[src/rtl/assert_macros.svh]
// Assertion macros used by the RTL top level.
`ifndef ASSERT_MACROS_SVH
`define ASSERT_MACROS_SVH
`ifndef SYNTH
// Property must hold at every clock edge outside reset.
`define ASSERT_PROP(label, clk, rst_n, prop) \
    label: assert property (@(posedge clk) disable iff (!rst_n) (prop)) \
        else $error("assertion failed");
// Condition must never be true outside reset.
`define ASSERT_NEVER(label, clk, rst_n, cond) \
    label: assert property (@(posedge clk) disable iff (!rst_n) !(cond)) \
        else $error("forbidden condition seen");
`else
`define ASSERT_PROP(label, clk, rst_n, prop)
`define ASSERT_NEVER(label, clk, rst_n, cond)
`endif
`endif

[src/rtl/ble_dcs_pkg.sv]
// Types and constants for the BLE data channel selection block.
package ble_dcs_pkg;

    localparam int NUM_CH     = 37;
    localparam int MAP_W      = NUM_CH;
    localparam int CNT_W      = 16;
    localparam int CH_W       = 6;
    localparam int HOP_W      = 5;
    localparam int IN_DATA_W  = 56;
    localparam int OUT_DATA_W = 32;
    localparam int STEP_W     = 3;

    localparam logic [HOP_W-1:0] HOP_RESET = HOP_W'(5);
    localparam logic [CH_W-1:0]  LAST_CH   = CH_W'(NUM_CH - 1);
    localparam logic [CH_W-1:0]  NUM_CH_V  = CH_W'(NUM_CH);
    localparam logic [STEP_W-1:0] LAST_STEP = STEP_W'(CH_W - 1);
    localparam logic [CNT_W-1:0] CNT_RESET = '1;
    localparam logic [MAP_W-1:0] MAP_ALL   = '1;

    typedef enum logic [1:0] {
        ACT_QUEUE   = 2'd0,
        ACT_ADVANCE = 2'd1,
        ACT_START   = 2'd2
    } action_t;

    typedef enum logic [2:0] {
        ST_IDLE,
        ST_ADV,
        ST_COUNT,
        ST_DIV,
        ST_FIND,
        ST_OUT
    } dcs_state_t;

endpackage

[src/rtl/ble_data_channel_select.sv]
// Top level: BLE data channel selection (algorithm #1), bit-serial datapath.
//
// Channel   Signals                                   Contents
// ------    ---------------------------------------   ------------------------------
// input     s_axis_tvalid/tready/tdata/tuser           map update, advance, start
// output    m_axis_tvalid/tready/tdata                 one result word per event
// config    cfg_valid/cfg_ready/cfg_data               hop increment
//
// An advance or start holds the input while the block accepts the word, steps the
// counter and channel, counts used channels in one scan, works out the remainder,
// finds the remapped channel in a second scan and loads the output register. If the
// hopped channel is in use or the map is empty, the remainder and second scan are
// skipped. A map update is taken in idle. Reset clears the control state at once.
// A result waits in the output register while the next word is taken; a later one
// stalls in its last cycle until the waiting word has been taken.
`include "assert_macros.svh"

module ble_data_channel_select (
    input  logic        clk,
    input  logic        rst_n,
    input  logic        s_axis_tvalid,
    output logic        s_axis_tready,
    // tdata: new_map[36:0], instant[52:37], zero fill to 56 bits
    input  logic [ble_dcs_pkg::IN_DATA_W-1:0] s_axis_tdata,
    // tuser: action[1:0]
    input  logic [1:0]  s_axis_tuser,
    output logic        m_axis_tvalid,
    input  logic        m_axis_tready,
    // tdata: event_counter[15:0], hop_channel[21:16], data_channel[27:22],
    //        map_applied[28], no_channel[29], zero fill to 32 bits
    output logic [31:0] m_axis_tdata,
    input  logic        cfg_valid,
    output logic        cfg_ready,
    input  logic [4:0]  cfg_data
);

    ble_dcs_pkg::dcs_state_t state_reg, state_next;

    logic [ble_dcs_pkg::HOP_W-1:0] hop_reg, hop_next;
    logic [ble_dcs_pkg::MAP_W-1:0] cur_map_reg, cur_map_next;
    logic [ble_dcs_pkg::MAP_W-1:0] pend_map_reg, pend_map_next;
    logic [ble_dcs_pkg::CNT_W-1:0] pend_inst_reg, pend_inst_next;
    logic                          pend_valid_reg, pend_valid_next;
    logic [ble_dcs_pkg::CNT_W-1:0] cnt_reg, cnt_next;
    logic [ble_dcs_pkg::CH_W-1:0]  unm_reg, unm_next;
    logic                          m_valid_reg, m_valid_next;

    logic [ble_dcs_pkg::OUT_DATA_W-1:0] m_data_reg, m_data_next;
    logic                          applied_reg, applied_next;
    logic [ble_dcs_pkg::CH_W-1:0]  idx_reg, idx_next;
    logic [ble_dcs_pkg::CH_W-1:0]  used_reg, used_next;
    logic                          hit_reg, hit_next;
    logic [ble_dcs_pkg::CH_W-1:0]  rem_reg, rem_next;
    logic [ble_dcs_pkg::CH_W-1:0]  dvd_reg, dvd_next;
    logic [ble_dcs_pkg::STEP_W-1:0] step_reg, step_next;
    logic [ble_dcs_pkg::CH_W-1:0]  seen_reg, seen_next;
    logic [ble_dcs_pkg::CH_W-1:0]  found_ch_reg, found_ch_next;
    logic                          found_reg, found_next;

    logic                          in_fire;
    logic                          out_load;
    logic                          map_bit;
    logic                          scan_last;
    logic [ble_dcs_pkg::CH_W-1:0]  used_acc;
    logic                          hit_acc;
    logic [ble_dcs_pkg::CNT_W-1:0] cnt_inc;
    logic [ble_dcs_pkg::CH_W:0]    hop_sum;
    logic [ble_dcs_pkg::CH_W:0]    trial;
    logic [ble_dcs_pkg::CH_W-1:0]  data_ch;
    logic                          none;

    assign s_axis_tready = (state_reg == ble_dcs_pkg::ST_IDLE);
    assign cfg_ready     = 1'b1;
    assign m_axis_tvalid = m_valid_reg;
    assign m_axis_tdata  = m_data_reg;

    assign in_fire   = s_axis_tvalid && s_axis_tready;
    assign out_load  = (state_reg == ble_dcs_pkg::ST_OUT) && (!m_valid_reg || m_axis_tready);
    assign map_bit   = cur_map_reg[0];
    assign scan_last = (idx_reg == ble_dcs_pkg::LAST_CH);
    assign used_acc  = used_reg + ble_dcs_pkg::CH_W'(map_bit);
    assign hit_acc   = hit_reg || (map_bit && (idx_reg == unm_reg));
    assign cnt_inc   = cnt_reg + 1'b1;
    assign hop_sum   = {1'b0, unm_reg} + (ble_dcs_pkg::CH_W+1)'(hop_reg);
    assign trial     = {rem_reg, dvd_reg[ble_dcs_pkg::CH_W-1]};

    // The data channel is only chosen by the second scan when the unmapped
    // channel itself is not in use.
    assign none    = (used_reg == '0);
    assign data_ch = none ? '0 : (hit_reg ? unm_reg : found_ch_reg);

    // Next state.
    always_comb
    begin
        state_next = state_reg;
        case (state_reg)
            ble_dcs_pkg::ST_IDLE:
            begin
                if (in_fire && ((s_axis_tuser == ble_dcs_pkg::ACT_ADVANCE) ||
                                (s_axis_tuser == ble_dcs_pkg::ACT_START)))
                begin
                    state_next = ble_dcs_pkg::ST_ADV;
                end
            end
            ble_dcs_pkg::ST_ADV:
            begin
                state_next = ble_dcs_pkg::ST_COUNT;
            end
            ble_dcs_pkg::ST_COUNT:
            begin
                if (scan_last)
                begin
                    if ((used_acc == '0) || hit_acc)
                    begin
                        state_next = ble_dcs_pkg::ST_OUT;
                    end
                    else
                    begin
                        state_next = ble_dcs_pkg::ST_DIV;
                    end
                end
            end
            ble_dcs_pkg::ST_DIV:
            begin
                if (step_reg == ble_dcs_pkg::LAST_STEP)
                begin
                    state_next = ble_dcs_pkg::ST_FIND;
                end
            end
            ble_dcs_pkg::ST_FIND:
            begin
                if (scan_last)
                begin
                    state_next = ble_dcs_pkg::ST_OUT;
                end
            end
            ble_dcs_pkg::ST_OUT:
            begin
                if (out_load)
                begin
                    state_next = ble_dcs_pkg::ST_IDLE;
                end
            end
            default:
            begin
                state_next = ble_dcs_pkg::ST_IDLE;
            end
        endcase
    end

    // Datapath and outputs.
    always_comb
    begin
        hop_next        = hop_reg;
        cur_map_next    = cur_map_reg;
        pend_map_next   = pend_map_reg;
        pend_inst_next  = pend_inst_reg;
        pend_valid_next = pend_valid_reg;
        cnt_next        = cnt_reg;
        unm_next        = unm_reg;
        m_valid_next    = m_valid_reg;
        m_data_next     = m_data_reg;
        applied_next    = applied_reg;
        idx_next        = idx_reg;
        used_next       = used_reg;
        hit_next        = hit_reg;
        rem_next        = rem_reg;
        dvd_next        = dvd_reg;
        step_next       = step_reg;
        seen_next       = seen_reg;
        found_ch_next   = found_ch_reg;
        found_next      = found_reg;

        if (cfg_valid && cfg_ready)
        begin
            hop_next = cfg_data;
        end

        if (m_valid_reg && m_axis_tready)
        begin
            m_valid_next = 1'b0;
        end

        case (state_reg)
            ble_dcs_pkg::ST_IDLE:
            begin
                if (in_fire)
                begin
                    case (ble_dcs_pkg::action_t'(s_axis_tuser))
                        ble_dcs_pkg::ACT_QUEUE:
                        begin
                            pend_map_next   = s_axis_tdata[36:0];
                            pend_inst_next  = s_axis_tdata[52:37];
                            pend_valid_next = 1'b1;
                        end
                        ble_dcs_pkg::ACT_START:
                        begin
                            cur_map_next    = s_axis_tdata[36:0];
                            pend_valid_next = 1'b0;
                            cnt_next        = ble_dcs_pkg::CNT_RESET;
                            unm_next        = '0;
                        end
                        default:
                        begin
                        end
                    endcase
                end
            end
            ble_dcs_pkg::ST_ADV:
            begin
                cnt_next     = cnt_inc;
                applied_next = 1'b0;
                if (pend_valid_reg && (pend_inst_reg == cnt_inc))
                begin
                    cur_map_next    = pend_map_reg;
                    pend_valid_next = 1'b0;
                    applied_next    = 1'b1;
                end
                if (hop_sum >= (ble_dcs_pkg::CH_W+1)'(ble_dcs_pkg::NUM_CH))
                begin
                    unm_next = ble_dcs_pkg::CH_W'(hop_sum -
                               (ble_dcs_pkg::CH_W+1)'(ble_dcs_pkg::NUM_CH));
                end
                else
                begin
                    unm_next = hop_sum[ble_dcs_pkg::CH_W-1:0];
                end
                idx_next = '0;
                used_next = '0;
                hit_next = 1'b0;
            end
            ble_dcs_pkg::ST_COUNT:
            begin
                // The map rotates one bit a cycle and is whole again at the end of the scan.
                cur_map_next = {map_bit, cur_map_reg[ble_dcs_pkg::MAP_W-1:1]};
                used_next    = used_acc;
                hit_next     = hit_acc;
                idx_next     = scan_last ? '0 : idx_reg + 1'b1;
                rem_next     = '0;
                dvd_next     = unm_reg;
                step_next    = '0;
            end
            ble_dcs_pkg::ST_DIV:
            begin
                // Restoring division, one quotient bit a cycle; only the
                // remainder is kept.
                if (trial >= {1'b0, used_reg})
                begin
                    rem_next = ble_dcs_pkg::CH_W'(trial - {1'b0, used_reg});
                end
                else
                begin
                    rem_next = trial[ble_dcs_pkg::CH_W-1:0];
                end
                dvd_next   = {dvd_reg[ble_dcs_pkg::CH_W-2:0], 1'b0};
                step_next  = step_reg + 1'b1;
                seen_next  = '0;
                found_next = 1'b0;
                idx_next   = '0;
            end
            ble_dcs_pkg::ST_FIND:
            begin
                cur_map_next = {map_bit, cur_map_reg[ble_dcs_pkg::MAP_W-1:1]};
                idx_next     = scan_last ? '0 : idx_reg + 1'b1;
                if (map_bit && !found_reg)
                begin
                    if (seen_reg == rem_reg)
                    begin
                        found_next    = 1'b1;
                        found_ch_next = idx_reg;
                    end
                    seen_next = seen_reg + 1'b1;
                end
            end
            ble_dcs_pkg::ST_OUT:
            begin
                if (out_load)
                begin
                    m_valid_next = 1'b1;
                    m_data_next  = {2'b00, none, applied_reg, data_ch, unm_reg, cnt_reg};
                end
            end
            default:
            begin
            end
        endcase
    end

    always_ff @(posedge clk or negedge rst_n)
    begin
        if (!rst_n)
        begin
            state_reg      <= ble_dcs_pkg::ST_IDLE;
            hop_reg        <= ble_dcs_pkg::HOP_RESET;
            cur_map_reg    <= ble_dcs_pkg::MAP_ALL;
            pend_map_reg   <= '0;
            pend_inst_reg  <= '0;
            pend_valid_reg <= 1'b0;
            cnt_reg        <= ble_dcs_pkg::CNT_RESET;
            unm_reg        <= '0;
            m_valid_reg    <= 1'b0;
        end
        else
        begin
            state_reg      <= state_next;
            hop_reg        <= hop_next;
            cur_map_reg    <= cur_map_next;
            pend_map_reg   <= pend_map_next;
            pend_inst_reg  <= pend_inst_next;
            pend_valid_reg <= pend_valid_next;
            cnt_reg        <= cnt_next;
            unm_reg        <= unm_next;
            m_valid_reg    <= m_valid_next;
        end
    end

    always_ff @(posedge clk)
    begin
        m_data_reg   <= m_data_next;
        applied_reg  <= applied_next;
        idx_reg      <= idx_next;
        used_reg     <= used_next;
        hit_reg      <= hit_next;
        rem_reg      <= rem_next;
        dvd_reg      <= dvd_next;
        step_reg     <= step_next;
        seen_reg     <= seen_next;
        found_ch_reg <= found_ch_next;
        found_reg    <= found_next;
    end

    `ASSERT_PROP(a_unm_range, clk, rst_n, unm_reg < ble_dcs_pkg::NUM_CH_V)
    `ASSERT_PROP(a_rem_below_used, clk, rst_n, (state_reg == ble_dcs_pkg::ST_FIND) |-> (rem_reg < used_reg))
    `ASSERT_PROP(a_found_after_scan, clk, rst_n, ((state_reg == ble_dcs_pkg::ST_FIND) && scan_last) |=> found_reg)
    `ASSERT_NEVER(a_no_overwrite, clk, rst_n, out_load && m_valid_reg && !m_axis_tready)

endmodule

[config.mk]
export PLATFORM = sky130hd
export DESIGN_NAME = ble_data_channel_select
export DESIGN_NICKNAME = d
export VERILOG_FILES = /design/src/rtl/ble_dcs_pkg.sv /design/src/rtl/ble_data_channel_select.sv
export VERILOG_INCLUDE_DIRS = /design/src /design/src/rtl
export SDC_FILE = /design/constraint.sdc
export NUM_CORES = 1
export LEC_CHECK = 0
export ABC_AREA = 1
export BUFFER_PORTS_ARGS = -buffer_cell sky130_fd_sc_hd__buf_4
export CORE_ASPECT_RATIO = 1.2
export CORE_MARGIN = 2
export CORE_UTILIZATION = 35
export DETAILED_ROUTE_END_ITERATION = 12
export MAX_ROUTING_LAYER = met4
export REMOVE_ABC_BUFFERS = 1
export SLEW_MARGIN = 10
export SYNTH_ARGS = -nofsm -noshare
export SYNTH_HDL_FRONTEND = slang
export SYNTH_SLANG_ARGS = --single-unit
[constraint.sdc]
create_clock -name clk -period 3.59 [get_ports clk]
set_clock_uncertainty 0.15 [all_clocks]
set_input_delay 0.359 -clock clk [delete_from_list [all_inputs] [get_ports clk]]
set_output_delay 0.359 -clock clk [all_outputs]
set_load 0.03 [all_outputs]
Word level (Yosys, flattened, before mapping)
Cells that the tools add are included.
Widths: inputs -> output; s select.
{"block": "op_classes", "bitwise": 0, "multipliers": 0, "mux": 40, "n_lt_le_gt_ge": 2, "addsub": 8, "div": 0, "eq_ne": 23, "n_shift": 0, "n_reduce_logical": 34}
{"cell": "$mux 37", "count": 3}
{"cell": "$pmux 37 s3", "count": 1}
{"cell": "$pmux 6 s2", "count": 6}
{"cell": "$mux 6", "count": 7}
{"cell": "$mux 16", "count": 2}
{"cell": "$pmux 16 s2", "count": 1}
{"cell": "$mux 3", "count": 6}
{"cell": "$pmux 3 s6", "count": 1}
{"cell": "$add 16x1->16 const B", "count": 1}
{"cell": "$eq 16x16->1", "count": 1}
{"cell": "$ne 2x2->1 const B", "count": 7}
{"cell": "$add 6x1->6 const B", "count": 2}
{"cell": "$eq 6x6->1", "count": 2}
{"cell": "$logic_not 6->1", "count": 2}
{"cell": "$reduce_and 3->1", "count": 4}
{"cell": "$reduce_bool 2->1", "count": 5}
{"cell": "$eq 3x3->1 const B", "count": 3}
{"cell": "$mux 1", "count": 8}
{"cell": "$pmux 1 s2", "count": 4}
{"cell": "$reduce_and 4->1", "count": 2}
{"cell": "$add 6x5->7", "count": 1}
{"cell": "$ge 7x6->1", "count": 1}
{"cell": "$ge 7x6->1 const B", "count": 1}
{"cell": "$logic_and 1x1->1", "count": 7}
{"cell": "other kinds (20)", "count": 29}
{"block": "word_totals", "ramBits": 0, "romBits": 0, "latch_bits": 0, "inputBits": 68, "n_memories": 0, "out_inout_bits": 35, "reg_bits": 194}

Longest topological paths before layout
{"block": "logic_depth", "ltp_word": 7, "depth_mapped": 16}

Worst setup path before layout
No wires, ideal clock.
{"block": "synth_timing", "kind": "reg-to-reg", "startpoint": "register state_reg[2]", "endpoint": "register cur_map_reg[10] in the netlist's numbering", "t_arrival_ns": 2.652, "slack_ns": 0.726, "t_required_ns": 3.378, "synth_period_minus_slack_ns": 2.864, "stages_incl_launch_ff": 11, "setup_time_ns": 0.062, "n_path_buf": 3, "cell_sequence": "dfrtp_1 buf_2 nor2_1 nand2_1 nand2_1 o21ai_0 inv_2 buf_2 buf_2 nand4_1 nand2_1"}
{"block": "synth_via", "elab_chain_cells": 4}
{"element": "start, declared", "line_no": "ble_data_channel_select.sv:37", "rtl": "ble_dcs_pkg::dcs_state_t state_reg, state_next;"}
{"element": "start signal, assigned", "line_no": "ble_data_channel_select.sv:293", "rtl": "state_reg <= ble_dcs_pkg::ST_IDLE;"}
{"element": "start signal, assigned", "line_no": "ble_data_channel_select.sv:305", "rtl": "state_reg <= state_next;"}
{"element": "$eq 3x3->1, or another cell as far along", "line_no": "ble_data_channel_select.sv:184", "rtl": "case (state_reg)"}
{"element": "$reduce_or 2->1 (no source line) or $logic_and 1x1->1 (tied branches)"}
{"element": "$reduce_bool 3->1 (no source line) or $ne 2x1->1 (tied branches)"}
{"element": "$reduce_and 4->1 (no source line)"}
{"element": "end signal, assigned", "line_no": "ble_data_channel_select.sv:295", "rtl": "cur_map_reg <= ble_dcs_pkg::MAP_ALL;"}
{"element": "end signal, assigned", "line_no": "ble_data_channel_select.sv:307", "rtl": "cur_map_reg <= cur_map_next;"}
{"element": "end, declared", "line_no": "ble_data_channel_select.sv:40", "rtl": "logic [ble_dcs_pkg::MAP_W-1:0] cur_map_reg, cur_map_next;"}
Parallel ways exist; a longest one is shown, timed or not.
A chain may end at the register's enable or synchronous reset.

Worst setup path after layout
{"block": "layout_timing", "startpoint": "register cnt_reg[0] in the netlist's numbering", "endpoint": "register cur_map_reg[31] in the netlist's numbering"}
{"block": "layout_via", "elab_chain_cells": 5}
{"element": "start, declared", "line_no": "ble_data_channel_select.sv:44", "rtl": "logic [ble_dcs_pkg::CNT_W-1:0] cnt_reg, cnt_next;"}
{"element": "start signal, assigned", "line_no": "ble_data_channel_select.sv:299", "rtl": "cnt_reg <= ble_dcs_pkg::CNT_RESET;"}
{"element": "start signal, assigned", "line_no": "ble_data_channel_select.sv:311", "rtl": "cnt_reg <= cnt_next;"}
{"element": "$add 16x1->16", "line_no": "ble_data_channel_select.sv:83", "rtl": "assign cnt_inc = cnt_reg + 1'b1;"}
{"element": "$eq 16x16->1", "line_no": "ble_data_channel_select.sv:213", "rtl": "if (pend_valid_reg && (pend_inst_reg == cnt_inc))"}
{"element": "$logic_and 1x1->1", "line_no": "ble_data_channel_select.sv:213"}
{"element": "$ne 2x2->1 (no source line)"}
{"element": "$reduce_and 4->1 (no source line)"}
Every way passes these cells.

==> reports/qor.yml <==
detailed_routing:
  final_antenna_net_count: 0
  routed_via_density: 4.81
  avgRoutedWirePerCell_um: 14.3
  num_vias: 7771
  route.detailed.drc: 0
  drt_pass1_iterations: 5
  drtIter0Drc: 433
  wl_um: 23200
power_and_ir_drop:
  sequentialPowerShare_pct: 38.3
  ir_drop_v: 0.000368
  comb_power_share_pct: 44.1
  switchingPower_mw: 4.50
  clockPowerShare_pct: 17.6
  power_density_nw_per_um2: 889
  p_leak_nw: 5.43
  switching_share_pct: 42.7
  p_int_mw: 6.03
floorplan:
  start_util_pct: 35.8
  num_io_pins: 103
  die-area_sq_um: 30100
  die_w_um: 159
  dieHeight_um: 190
  fp-row-count: 67
  core_sq_um: 28100
grt:
  grt_max_degree: 67
  first_global_vias: 7587
  grt_usage_pct: 16.5
  grt_first_pass_wirelength_um: 38200
  antenna_found_initial: 1
  grt_overflow: 0
worst_setup_path:
  cp-end-kind: "register"
  critPathLaunchType: "register"
  worstPathArrival_ns: 3.21
  rrSetupSlack_ns: 0.60
  path_max_fanout: 37
  required_ns: 3.81
  crit_type: "register to register"
status:
  status: "complete, no violations"
cts:
  ctsResizeCount: 0
  cts_sinks: 194
  cts_root_buf: "clkbuf_16"
  clock_path_buffers: 2
  htree_levels: 4
  clk_latency_ns: 0.44
  numCtsBuffers: 17
  cts_tree: "done"
  post_cts.repair.setup_buffers: 0
  clkTransAtPathRegs_ns: 0.08
  ctsHoldBuffers: 13
placement:
  placed_cells: 1571
  gp_congestion: 0.855
  portBuffers: 96
  dp_hpwl_um: 15700
logic_synthesis:
  synth_cells: 1125
  synthTopCellsByArea: "edfxtp_1 (22%), dfrtp_1 (17%), dfstp_2 (14%)"
  synth_top_area_share_pct: 21.5
  ys.flop_type: "edfxtp_1"
  ys.warnings.count: 0
  syn_avg_cell_area_sq_um: 8.93
  synth_top_area_cell: "edfxtp_1"
  synth-edff-count: 72
  synth_seq_area_share_pct: 52.6
  ys_ff_latch: 194
  netlist_area_sq_um: 10000
  yosysUniqueCellTypes: 48
  async_reset_ff_share_pct: 62.9
timing:
  worstMarginPinSlew_ns: 0.930
  fin_crit_sh_pct: 83.3
  finalMaxSlewViolations: 0
  rsz0062_at_grt: "false"
  whs_ns: 0.0153
  slew_headroom_pct: 37.3
  fmax_mhz: 334
  min_period_ns: 2.99
  setup_viol: 0
  hold_viol: 0
layout:
  utilization_pct: 42.2
  fin_cells: 1617
  drive_gt1_share_pct: 19.8
  final_nets: 1317
  layout_common_cells: "nand2_1 (275), inv_1 (136), buf_4 (111), nor2_1 (91), edfxtp_1 (72)"
  area_delta_synth_final_pct: 18.0
  layout_commonest_cell: "nand2_1"
run:
  max_cap_violations: 0
worst_hold_path:
  hold_path_class: "input pin to register"
==> cell type report <==
type                    count  area (sq um)
multi-input cells         745          4010
clock inverters            15           141
well taps                 379           474
inverters                 141           529
diodes                      1          2.50
flip-flops and latches    194          5280
repair buffers            125           983
fillers                  2780         16200
clock buffers              17           425
==> stage by stage <==
step	power, mW	setup TNS [ns]	worst slack (ns)	cell area (sq um)
3_5_place_dp	8.73	0	0.573	11200
2_1_floorplan	7.34	-17.69	-0.420	9810
6_report	10.5	0	0.598	11900
3_3_place_gp	8.61	0	0.602	11200
4_1_cts	10.6	0	0.568	11900
5_1_grt	11.5	0	0.211	11900
==> critical path, stage by stage (launching register included) <==
cell and delay (ns):
dfstp_2 0.60, ha_1 0.24, nand3_1 0.16, o21ai_0 0.25, nand2_1 0.11, nand2_1 0.10
nand3_1 0.08, nor2_1 0.15, nand3_2 0.12, nand2_4 0.26, nand3_4 0.43, nand2_1 0.19
nand2_1 0.07
==> cells by family (layout without fill, tap and decap cells) <==
kind of cell               after synthesis  count (layout)  synth area share (%)
other                                    2               4                0.0748
muxes                                   19              19                  2.13
xor gates and xnor gates                29              29                  2.68
AOI/OAI and AO/OA                      168             168                  9.84
and+or+nand+nor                        501             501                  21.7
buffers and inverters                  187             298                  7.68
DFF                                    194             194                  52.6
adders and majority gates               25              25                  3.26
==> synthesized netlist by cell type (all sizes together), types with 2 or more instances <==
cell type and number:
inv 140, mux2 19, o211ai 38, nand3 50, nand4 48, nand3b 6, o21bai 3, a31oi 2
o21ai 40, clkbuf 20, ha 23, xor2 13, nor3 13, a21oi 67, edfxtp 72, xnor2 15
a22oi 4, dfstp 55, o22ai 8, nand2 278, conb 2, buf 26, a211oi 2, dfrtp 67
nor2 103, fa 2
==> power groups by stage <==
stage	Combinational [mW]	Clock (mW)	Sequential (mW)
after floorplan	3.38	0	3.96
after global placement	4.56	0	4.05
after detailed placement	4.65	0	4.07
after CTS	4.69	1.90	4.04
after global routing	5.32	1.99	4.16
final	4.65	1.85	4.04
==> metal layers <==
layer  share of wire [%]  wire, um  GRT usage (%)
met1                  45     10500           20.7
met5                   0         0              -
met4                 1.9       448           5.58
met3                 3.7       848           2.82
met2                  49     11400           27.2
==> worst paths after layout <==
check / startpoint / endpoint / depth (start not counted)
max: cnt_reg[0] / cur_map_reg[31] / 12
min: s_axis_tdata[48] / pend_inst_reg[11] / 3
max reg2reg: cnt_reg[0] / cur_map_reg[31] / 12
min reg2reg: applied_reg / m_axis_tdata[28] / 0
max in group asynchronous: rst_n / cur_map_reg[4] / 3
min in group asynchronous: rst_n / pend_map_reg[24] / 2
No activity file was read; power rests on OpenSTA's default activity.
